### config.mk
export PLATFORM = sky130hd
export DESIGN_NAME = infix_to_postfix_converter
export DESIGN_NICKNAME = d
export VERILOG_FILES = /design/src/sv/itp_pkg.sv /design/src/sv/infix_to_postfix_converter.sv /design/src/sv/itp_ctrl.sv /design/src/sv/itp_datapath.sv
export SDC_FILE = /design/constraint.sdc
export NUM_CORES = 1
export LEC_CHECK = 0
export BUFFER_PORTS_ARGS = -buffer_cell sky130_fd_sc_hd__buf_4
export CAP_MARGIN = 20
export CELL_PAD_IN_SITES_DETAIL_PLACEMENT = 0
export CELL_PAD_IN_SITES_GLOBAL_PLACEMENT = 1
export CORE_ASPECT_RATIO = 0.6
export CORE_UTILIZATION = 55
export CTS_BUF_LIST = sky130_fd_sc_hd__clkbuf_8
export DETAILED_ROUTE_END_ITERATION = 8
export PLACE_DENSITY = 0.95
export SLEW_MARGIN = 20
export SYNTH_ARGS = -nofsm -noshare
export SYNTH_HDL_FRONTEND = slang
export SYNTH_SLANG_ARGS = --single-unit
### constraint.sdc
create_clock -name clk_i -period 12.54 [get_ports clk_i]
set_input_delay 2.508 -clock clk_i [delete_from_list [all_inputs] [get_ports clk_i]]
set_output_delay 2.508 -clock clk_i [all_outputs]
set_load 0.03 [all_outputs]
### src/sv/itp_pkg.sv
// ----------------------------------------------------------------------------
// itp_pkg
// shared types, codes and constants of the infix to postfix converter
// ----------------------------------------------------------------------------
package itp_pkg;

  localparam int STACK_DEPTH = 32;
  localparam int ADDR_W      = $clog2(STACK_DEPTH);
  localparam int CNT_W       = $clog2(STACK_DEPTH + 1);

  localparam logic [7:0] CH_NUL   = 8'h00;
  localparam logic [7:0] CH_OPEN  = 8'h28;
  localparam logic [7:0] CH_CLOSE = 8'h29;
  localparam logic [7:0] CH_TIMES = 8'h2a;
  localparam logic [7:0] CH_PLUS  = 8'h2b;
  localparam logic [7:0] CH_MINUS = 8'h2d;
  localparam logic [7:0] CH_DIV   = 8'h2f;
  localparam logic [7:0] CH_CARET = 8'h5e;

  typedef enum logic [2:0] {
    OP_NONE  = 3'd0,
    OP_OPEN  = 3'd1,
    OP_PLUS  = 3'd2,
    OP_MINUS = 3'd3,
    OP_TIMES = 3'd4,
    OP_DIV   = 3'd5,
    OP_CARET = 3'd6
  } op_e;

  typedef enum logic [1:0] {
    ERR_NONE      = 2'd0,
    ERR_OVERFLOW  = 2'd1,
    ERR_UNMATCHED = 2'd2
  } err_e;

  typedef enum logic [2:0] {
    CLS_NUL,
    CLS_OPEN,
    CLS_CLOSE,
    CLS_LOW,
    CLS_HIGH,
    CLS_POW,
    CLS_OTHER
  } cls_e;

  typedef enum logic [2:0] {
    ST_IDLE,
    ST_SYM,
    ST_POP_SYM,
    ST_POP_END,
    ST_FINISH
  } state_e;

  typedef struct packed {
    logic load;
    logic pop;
    logic push;
    logic close;
    logic rearm;
    logic emit_sym;
    logic finish;
  } cmd_t;

  typedef struct packed {
    cls_e cls;
    logic end_flag;
    logic pop_sym;
    logic pop_end;
    logic emit_ok;
    logic out_free;
  } sts_t;

  function automatic cls_e sym_class(logic [7:0] sym);
    cls_e c;
    case (sym)
      CH_NUL:            c = CLS_NUL;
      CH_OPEN:           c = CLS_OPEN;
      CH_CLOSE:          c = CLS_CLOSE;
      CH_PLUS, CH_MINUS: c = CLS_LOW;
      CH_TIMES, CH_DIV:  c = CLS_HIGH;
      CH_CARET:          c = CLS_POW;
      default:           c = CLS_OTHER;
    endcase
    return c;
  endfunction

  function automatic op_e sym_op(logic [7:0] sym);
    op_e o;
    case (sym)
      CH_OPEN:  o = OP_OPEN;
      CH_PLUS:  o = OP_PLUS;
      CH_MINUS: o = OP_MINUS;
      CH_TIMES: o = OP_TIMES;
      CH_DIV:   o = OP_DIV;
      CH_CARET: o = OP_CARET;
      default:  o = OP_NONE;
    endcase
    return o;
  endfunction

  function automatic logic [7:0] op_char(op_e op);
    logic [7:0] ch;
    case (op)
      OP_OPEN:  ch = CH_OPEN;
      OP_PLUS:  ch = CH_PLUS;
      OP_MINUS: ch = CH_MINUS;
      OP_TIMES: ch = CH_TIMES;
      OP_DIV:   ch = CH_DIV;
      OP_CARET: ch = CH_CARET;
      default:  ch = CH_NUL;
    endcase
    return ch;
  endfunction

endpackage

### src/sv/infix_to_postfix_converter.sv
// ----------------------------------------------------------------------------
// infix_to_postfix_converter
// shunting-yard conversion of an infix character stream to postfix order
// ----------------------------------------------------------------------------
// One character is taken per input transfer and handled to completion before
// the next is accepted. A character passes through accept, symbol handling, a
// pop scan for an operator or close parenthesis, a flush scan when tlast is
// set, and finish; each scan pops operators from the stack, and output
// backpressure can stall the handling. The pop rate of one operator per cycle
// while the output is not stalled is set by the stack memory, whose registered
// read port always presents the current top of stack. Results leave one per
// cycle through an output register unless the output stalls; tlast marks the
// final result of each character, and a marker result with tuser low carries
// the flags when no character is emitted but the expression ends or has an error.
module infix_to_postfix_converter (
  input  logic        clk_i,
  input  logic        rst_ni,
  input  logic        s_axis_tvalid_i,
  output logic        s_axis_tready_o,
  input  logic [7:0]  s_axis_tdata_i,  // symbol
  input  logic        s_axis_tlast_i,  // end_of_expression
  output logic        m_axis_tvalid_o,
  input  logic        m_axis_tready_i,
  output logic [15:0] m_axis_tdata_o,  // out_symbol, expression_done, error_code, zeros
  output logic        m_axis_tuser_o,  // has_symbol
  output logic        m_axis_tlast_o   // last_of_run
);
  import itp_pkg::*;

  cmd_t cmd;
  sts_t sts;

  itp_ctrl u_ctrl (
    .clk_i           (clk_i),
    .rst_ni          (rst_ni),
    .s_axis_tvalid_i (s_axis_tvalid_i),
    .s_axis_tready_o (s_axis_tready_o),
    .cmd_o           (cmd),
    .sts_i           (sts)
  );

  itp_datapath u_datapath (
    .clk_i           (clk_i),
    .rst_ni          (rst_ni),
    .cmd_i           (cmd),
    .sts_o           (sts),
    .s_axis_tdata_i  (s_axis_tdata_i),
    .s_axis_tlast_i  (s_axis_tlast_i),
    .m_axis_tvalid_o (m_axis_tvalid_o),
    .m_axis_tready_i (m_axis_tready_i),
    .m_axis_tdata_o  (m_axis_tdata_o),
    .m_axis_tuser_o  (m_axis_tuser_o),
    .m_axis_tlast_o  (m_axis_tlast_o)
  );

endmodule

### src/sv/itp_ctrl.sv
// ----------------------------------------------------------------------------
// itp_ctrl
// sequencing state machine: accept, symbol handling, pops, flush, finish
// ----------------------------------------------------------------------------
module itp_ctrl (
  input  logic          clk_i,
  input  logic          rst_ni,
  input  logic          s_axis_tvalid_i,
  output logic          s_axis_tready_o,
  output itp_pkg::cmd_t cmd_o,
  input  itp_pkg::sts_t sts_i
);
  import itp_pkg::*;

  state_e state_q, state_d;
  state_e after_sym;

  assign after_sym = sts_i.end_flag ? ST_POP_END : ST_FINISH;

  always_ff @(posedge clk_i or negedge rst_ni) begin
    if (!rst_ni) begin
      state_q <= ST_IDLE;
    end else begin
      state_q <= state_d;
    end
  end

  always_comb begin
    state_d = state_q;
    case (state_q)
      ST_IDLE: begin
        if (s_axis_tvalid_i) state_d = ST_SYM;
      end
      ST_SYM: begin
        case (sts_i.cls)
          CLS_NUL, CLS_OPEN: state_d = after_sym;
          CLS_OTHER: begin
            if (sts_i.emit_ok) state_d = after_sym;
          end
          default: state_d = ST_POP_SYM;
        endcase
      end
      ST_POP_SYM: begin
        if (!sts_i.pop_sym) state_d = after_sym;
      end
      ST_POP_END: begin
        if (!sts_i.pop_end) state_d = ST_FINISH;
      end
      ST_FINISH: begin
        if (sts_i.out_free) state_d = ST_IDLE;
      end
      default: state_d = ST_IDLE;
    endcase
  end

  always_comb begin
    cmd_o           = '0;
    s_axis_tready_o = 1'b0;
    case (state_q)
      ST_IDLE: begin
        s_axis_tready_o = 1'b1;
        cmd_o.load      = s_axis_tvalid_i;
      end
      ST_SYM: begin
        case (sts_i.cls)
          CLS_OPEN:  cmd_o.push = 1'b1;
          CLS_OTHER: cmd_o.emit_sym = sts_i.emit_ok;
          default:   cmd_o = '0;
        endcase
      end
      ST_POP_SYM: begin
        if (sts_i.pop_sym) begin
          cmd_o.pop = sts_i.emit_ok;
        end else if (sts_i.cls == CLS_CLOSE) begin
          cmd_o.close = 1'b1;
        end else begin
          cmd_o.push = 1'b1;
        end
      end
      ST_POP_END: begin
        if (sts_i.pop_end) begin
          cmd_o.pop = sts_i.emit_ok;
        end else begin
          cmd_o.close = 1'b1;
          cmd_o.rearm = 1'b1;
        end
      end
      ST_FINISH: begin
        cmd_o.finish = sts_i.out_free;
      end
      default: cmd_o = '0;
    endcase
  end

endmodule

### src/sv/itp_datapath.sv
// ----------------------------------------------------------------------------
// itp_datapath
// operator stack memory, counters, pending result and output register
// ----------------------------------------------------------------------------
module itp_datapath (
  input  logic          clk_i,
  input  logic          rst_ni,
  input  itp_pkg::cmd_t cmd_i,
  output itp_pkg::sts_t sts_o,
  input  logic [7:0]    s_axis_tdata_i,  // symbol
  input  logic          s_axis_tlast_i,  // end_of_expression
  output logic          m_axis_tvalid_o,
  input  logic          m_axis_tready_i,
  output logic [15:0]   m_axis_tdata_o,  // out_symbol, expression_done, error_code, zeros
  output logic          m_axis_tuser_o,  // has_symbol
  output logic          m_axis_tlast_o   // last_of_run
);
  import itp_pkg::*;

  op_e               mem [STACK_DEPTH];
  op_e               rd_q;
  logic              we;
  logic [ADDR_W-1:0] waddr, raddr;
  logic [CNT_W-1:0]  cnt_dec;

  logic [CNT_W-1:0]  count_q, count_d;
  logic              sent_q, sent_d;
  err_e              err_q, err_d;
  logic [7:0]        sym_q;
  logic              end_q;
  cls_e              cls;

  logic              pend_valid_q, pend_valid_d;
  logic [7:0]        pend_sym_q, pend_sym_d;

  logic              out_valid_q, out_valid_d;
  logic [7:0]        out_sym_q, out_sym_d;
  logic              out_has_q, out_has_d;
  logic              out_last_q, out_last_d;
  logic              out_done_q, out_done_d;
  err_e              out_err_q, out_err_d;

  logic              out_free, stack_empty, stop_sym, emit_new;
  logic [7:0]        new_sym;

  assign cls         = sym_class(sym_q);
  assign stack_empty = (count_q == '0);
  assign out_free    = !out_valid_q || m_axis_tready_i;

  always_comb begin
    case (cls)
      CLS_HIGH: stop_sym = (rd_q == OP_OPEN) || (rd_q == OP_PLUS) || (rd_q == OP_MINUS);
      CLS_POW:  stop_sym = (rd_q != OP_CARET);
      default:  stop_sym = (rd_q == OP_OPEN);
    endcase
  end

  assign sts_o.cls      = cls;
  assign sts_o.end_flag = end_q;
  assign sts_o.pop_sym  = !stack_empty && !stop_sym;
  assign sts_o.pop_end  = !stack_empty && (rd_q != OP_OPEN);
  assign sts_o.emit_ok  = !pend_valid_q || out_free;
  assign sts_o.out_free = out_free;

  // stack bookkeeping
  always_comb begin
    count_d = count_q;
    sent_d  = sent_q;
    err_d   = err_q;
    we      = 1'b0;
    waddr   = count_q[ADDR_W-1:0];
    if (cmd_i.load) begin
      err_d = ERR_NONE;
    end
    if (cmd_i.pop) begin
      count_d = count_q - CNT_W'(1);
    end
    if (cmd_i.push) begin
      if (count_q == CNT_W'(STACK_DEPTH)) begin
        if (err_d == ERR_NONE) err_d = ERR_OVERFLOW;
      end else begin
        we      = 1'b1;
        count_d = count_q + CNT_W'(1);
      end
    end
    if (cmd_i.close) begin
      if (!stack_empty) begin
        count_d = count_q - CNT_W'(1);
      end else if (sent_q) begin
        sent_d = 1'b0;
      end else if (err_d == ERR_NONE) begin
        err_d = ERR_UNMATCHED;
      end
    end
    if (cmd_i.rearm) begin
      count_d = '0;
      sent_d  = 1'b1;
    end
  end

  // top of stack follows the next count
  assign cnt_dec = count_d - CNT_W'(1);
  assign raddr   = cnt_dec[ADDR_W-1:0];

  always_ff @(posedge clk_i) begin
    if (we) begin
      mem[waddr] <= sym_op(sym_q);
    end
    if (we && (waddr == raddr)) begin
      rd_q <= sym_op(sym_q);
    end else begin
      rd_q <= mem[raddr];
    end
  end

  always_ff @(posedge clk_i) begin
    if (cmd_i.load) begin
      sym_q <= s_axis_tdata_i;
      end_q <= s_axis_tlast_i;
    end
  end

  // results are held one deep so the final one can carry the flags
  assign emit_new = cmd_i.pop || cmd_i.emit_sym;
  assign new_sym  = cmd_i.pop ? op_char(rd_q) : sym_q;

  always_comb begin
    pend_valid_d = pend_valid_q;
    pend_sym_d   = pend_sym_q;
    out_valid_d  = out_valid_q && !m_axis_tready_i;
    out_sym_d    = out_sym_q;
    out_has_d    = out_has_q;
    out_last_d   = out_last_q;
    out_done_d   = out_done_q;
    out_err_d    = out_err_q;
    if (emit_new) begin
      if (pend_valid_q) begin
        out_valid_d = 1'b1;
        out_sym_d   = pend_sym_q;
        out_has_d   = 1'b1;
        out_last_d  = 1'b0;
        out_done_d  = 1'b0;
        out_err_d   = ERR_NONE;
      end
      pend_valid_d = 1'b1;
      pend_sym_d   = new_sym;
    end
    if (cmd_i.finish) begin
      if (pend_valid_q || end_q || (err_q != ERR_NONE)) begin
        out_valid_d = 1'b1;
        out_sym_d   = pend_valid_q ? pend_sym_q : CH_NUL;
        out_has_d   = pend_valid_q;
        out_last_d  = 1'b1;
        out_done_d  = end_q;
        out_err_d   = err_q;
      end
      pend_valid_d = 1'b0;
    end
  end

  always_ff @(posedge clk_i or negedge rst_ni) begin
    if (!rst_ni) begin
      count_q      <= '0;
      sent_q       <= 1'b1;
      err_q        <= ERR_NONE;
      pend_valid_q <= 1'b0;
      out_valid_q  <= 1'b0;
    end else begin
      count_q      <= count_d;
      sent_q       <= sent_d;
      err_q        <= err_d;
      pend_valid_q <= pend_valid_d;
      out_valid_q  <= out_valid_d;
    end
  end

  always_ff @(posedge clk_i) begin
    pend_sym_q <= pend_sym_d;
    out_sym_q  <= out_sym_d;
    out_has_q  <= out_has_d;
    out_last_q <= out_last_d;
    out_done_q <= out_done_d;
    out_err_q  <= out_err_d;
  end

  assign m_axis_tvalid_o = out_valid_q;
  assign m_axis_tdata_o  = {5'b0, out_err_q, out_done_q, out_sym_q};
  assign m_axis_tuser_o  = out_has_q;
  assign m_axis_tlast_o  = out_last_q;

`ifndef SYNTHESIS
  a_count_range: assert property (@(posedge clk_i) disable iff (!rst_ni)
    count_q <= CNT_W'(STACK_DEPTH))
    else $error("stack count beyond depth");

  a_pop_nonempty: assert property (@(posedge clk_i) disable iff (!rst_ni)
    cmd_i.pop |-> !stack_empty)
    else $error("pop from empty stack");

  a_load_clean: assert property (@(posedge clk_i) disable iff (!rst_ni)
    cmd_i.load |-> !pend_valid_q)
    else $error("pending result left over from previous symbol");

  a_finish_drains: assert property (@(posedge clk_i) disable iff (!rst_ni)
    cmd_i.finish |=> !pend_valid_q)
    else $error("pending result not drained at finish");

  a_err_code: assert property (@(posedge clk_i) disable iff (!rst_ni)
    err_q != 2'd3)
    else $error("illegal error code");
`endif

endmodule
==> impl_results.md <==
* CTS tree: built
* Ys async rst share at 9.66%
* Synth unique cells at 66
* Num ports at 33
* Clock root cell: clkbuf_8
* Setup WS post-layout at 8.07 ns
* Hold_buf cts at 0
* Setup slack, reg-to-reg at 8.07 ns
* First-pass GRT wire length at 22.8 mm
* Final WL at 14.6 mm
* Ys flop type: edfxtp_1
* Finished Layout Cells at 713
* Routed Antenna Nets at 0
* Slew Viols, Final at 0
* Layout Skew at 0.0142 ns
* Pre-CTS WS at 8.07 ns
* Cell Area, Synth at 6580 µm²
* Ant diodes at 0
* Cts repair resizes at 0
* Hold slack final at 0.447 ns
* Vias at 4337
* Finish-stage setup viols at 0
* Initial antenna violation count at 0
* CP startpoint kind: flip-flop
* Pwr/cell area at 241 nW/µm²
* Vias per cell at 6.08
* Fillcell total at 896
* Max-slew headroom at 37.9%
* Die height at 86.7 µm
* Post-Synthesis Cells at 518
* Largest net degree at the start of global routing at 39
* Worst-path maximum fanout at 18
* RSZ-0062 raised after global routing: false
* DIE AREA at 12400 µm²
* CTS Buffer Depth at 2
* H-tree depth at 4
* Pleak at 2.66 nW
* Synth-to-layout area growth at 9.70%
* WL per Instance at 20.4 µm
* Nets at 557
* Maxcap violations at 0
* Total global-route track usage at 25.7%
* Min-delay worst type: reg -> reg
* EDFF count, synth at 113
* Core Rows at 30
* DP HPWL at 10.5 mm
* Layout Utilization at 62.9%
* Sequential cell area fraction in the yosys report at 62.4%
* Clock Pin Slew Worst Setup and Hold Paths at 0.08 ns
* PortBufs at 27
* Final Hold Fails at 0
* Placed Cells at 681
* Vias in the first global route at 4058
* Die width at 143 µm
* Worst setup EP type: flip-flop
* Outcome: finished clean
* Core Box Area at 11500 µm²
* Initial Utilization at 57.3%
* Flops & latches, synth at 145
* Syn Area/Cell at 12.7 µm²
* Initial DRC count at 614
* GP Congestion at 0.892
* Layout cells sized above 1 at 15.6%
* Drt drc at 0
* Reg area at 4110 µm²
* Worst path required time at 12.85 ns
* Yosys warning count at 0
* Gr ovfl total at 0
* Achievable Freq at 224 MHz
* Worst-Skew Late Latency at 0.43 ns
* Final worst path period share at 35.7%
* Total CTS buffers at 17
* Critical Path AT at 4.78 ns
* Worst Tran Pin Value at 0.930 ns
* Peak VDD IR at 0.152 mV
* Total clock sinks at 145
* Post CTS Setup Buffer Count at 0
* Setup TNS at 0 ns
* R2R depth at 12
* Critical setup path kind: reg -> reg
* Footprint of the multi-input gates at 2290 µm²
* Final min period at 4.47 ns
* Initial DRT Pass Iterations at 5
-- per-stage QoR --
stage | area, µm² | power [mW]
2_1_floorplan | 6600 | 1.24
3_3_place_gp | 6860 | 1.38
3_5_place_dp | 6870 | 1.41
4_1_cts | 7210 | 1.73
5_1_grt | 7220 | 1.84
6_report | 7220 | 1.74
-- layer usage --
layer / vias to the layer above / GRT usage [%] / routed length, µm
met5: - / 0 / 0
met4: 0 / 7.25 / 137
met3: 13 / 6.57 / 1300
met2: 221 / 34.7 / 5980
met1: 2145 / 40.6 / 7130
li1: 1958 / - / -
-- worst min-delay path by stage --
stage	from	end	depth (start not counted)
final	u_datapath.m_axis_tlast_o	u_datapath.m_axis_tlast_o	2
after floorplan	u_datapath.pend_sym_q[0]	u_datapath.out_sym_q[0]	1
after global placement	u_datapath.m_axis_tlast_o	u_datapath.m_axis_tlast_o	2
after global routing	u_datapath.pend_sym_q[5]	u_datapath.out_sym_q[5]	1
after detailed placement	u_datapath.m_axis_tlast_o	u_datapath.m_axis_tlast_o	2
after CTS	u_datapath.m_axis_tlast_o	u_datapath.m_axis_tlast_o	2
-- registers in the layout, indices dropped and copies added, names as in the netlist, named ones only --
signal                      cells
u_datapath.sent_q               1
u_datapath.out_done_q           1
u_datapath.m_axis_tlast_o       1
u_datapath.end_q                1
u_datapath.pend_valid_q         1
u_datapath.m_axis_tuser_o       1
u_datapath.count_q              6
u_datapath.out_sym_q            8
u_datapath.mem                 96
u_datapath.err_q                2
u_datapath.m_axis_tvalid_o      1
u_datapath.sym_q                8
u_datapath.pend_sym_q           8
u_datapath.out_err_q            2
u_ctrl.state_q                  3
-- layout make-up --
type / count / share of cell area [%]
clock buffers: 17 / 3.24
clock inverters: 15 / 1.49
inverters: 14 / 0.728
multi-input cells: 332 / 31.8
flip-flops and latches: 145 / 56.9
well taps: 160 / 2.77
repair buffers: 30 / 3.12
-- cell usage in the layout, fill, tap and decap left out, types with 4 or more instances in the layout --
| cell type | Yosys | layout |
|---|---|---|
| o22ai_1 | 5 | 5 |
| dfrtp_1 | 13 | 13 |
| nand3_1 | 10 | 10 |
| nand2_1 | 40 | 40 |
| a22oi_1 | 20 | 20 |
| a211oi_2 | 2 | 4 |
| conb_1 | 1 | 5 |
| clkinv_2 | 0 | 6 |
| a21oi_1 | 11 | 10 |
| mux2i_1 | 47 | 47 |
| o21ai_0 | 8 | 8 |
| nand2b_1 | 6 | 6 |
| edfxtp_1 | 113 | 113 |
| xor2_1 | 5 | 5 |
| nor2_1 | 61 | 61 |
| buf_4 | 8 | 30 |
| xnor2_1 | 6 | 6 |
| inv_1 | 14 | 17 |
| nor2b_1 | 5 | 5 |
| mux2_2 | 6 | 6 |
| clkbuf_8 | 0 | 17 |
| dfxtp_1 | 18 | 17 |
| and2_1 | 8 | 8 |
| and3_1 | 4 | 4 |
| nand4_1 | 4 | 4 |
| nor3_1 | 9 | 9 |
| a22o_1 | 11 | 11 |
| ha_1 | 4 | 4 |
-- synthesized netlist by cell type, drive strengths merged, types with 10 or more instances --
master	instances	area share, %
edfxtp	113	52
inv	14	0.80
a22oi	20	2.3
nand3	10	0.76
nor2	62	3.6
buf	16	1.8
dfxtp	18	5.5
mux2i	47	7.1
nor3	10	0.93
o21ai	10	0.82
nand2	41	2.5
dfrtp	13	4.9
a22o	11	1.5
clkbuf	15	0.86
a21oi	11	0.84
-- report_power, final --
part	total [mW]	switching, mW	internal [mW]
sequential	0.686	0.0843	0.602
combinational	0.730	0.452	0.278
clock	0.323	0.171	0.152
-- worst max-delay path: stages (launching register included) --
cell and delay, ns:
dfxtp_1 0.93, nor2b_1 0.65, a22oi_1 0.20, nand4_1 0.13
o21ai_0 0.19, nor2_1 0.37, o22ai_1 0.24, nor4_2 0.55
a211oi_2 0.16, and2_1 0.26, a221oi_2 0.41, a211oi_2 0.08
xor2_1 0.18
-- cell families after synthesis --
group                    share of synthesized area, %
AND/OR/NAND/NOR                                  12.5
flip-flops                                       62.4
AO/OA/AOI/OAI                                    10.6
multiplexers                                     8.86
buffers and inverters                            3.42
XOR/XNOR                                         1.46
adder cells (fa/ha/maj)                         0.760
other                                          0.0570
Power figures use the tool's default switching activity.
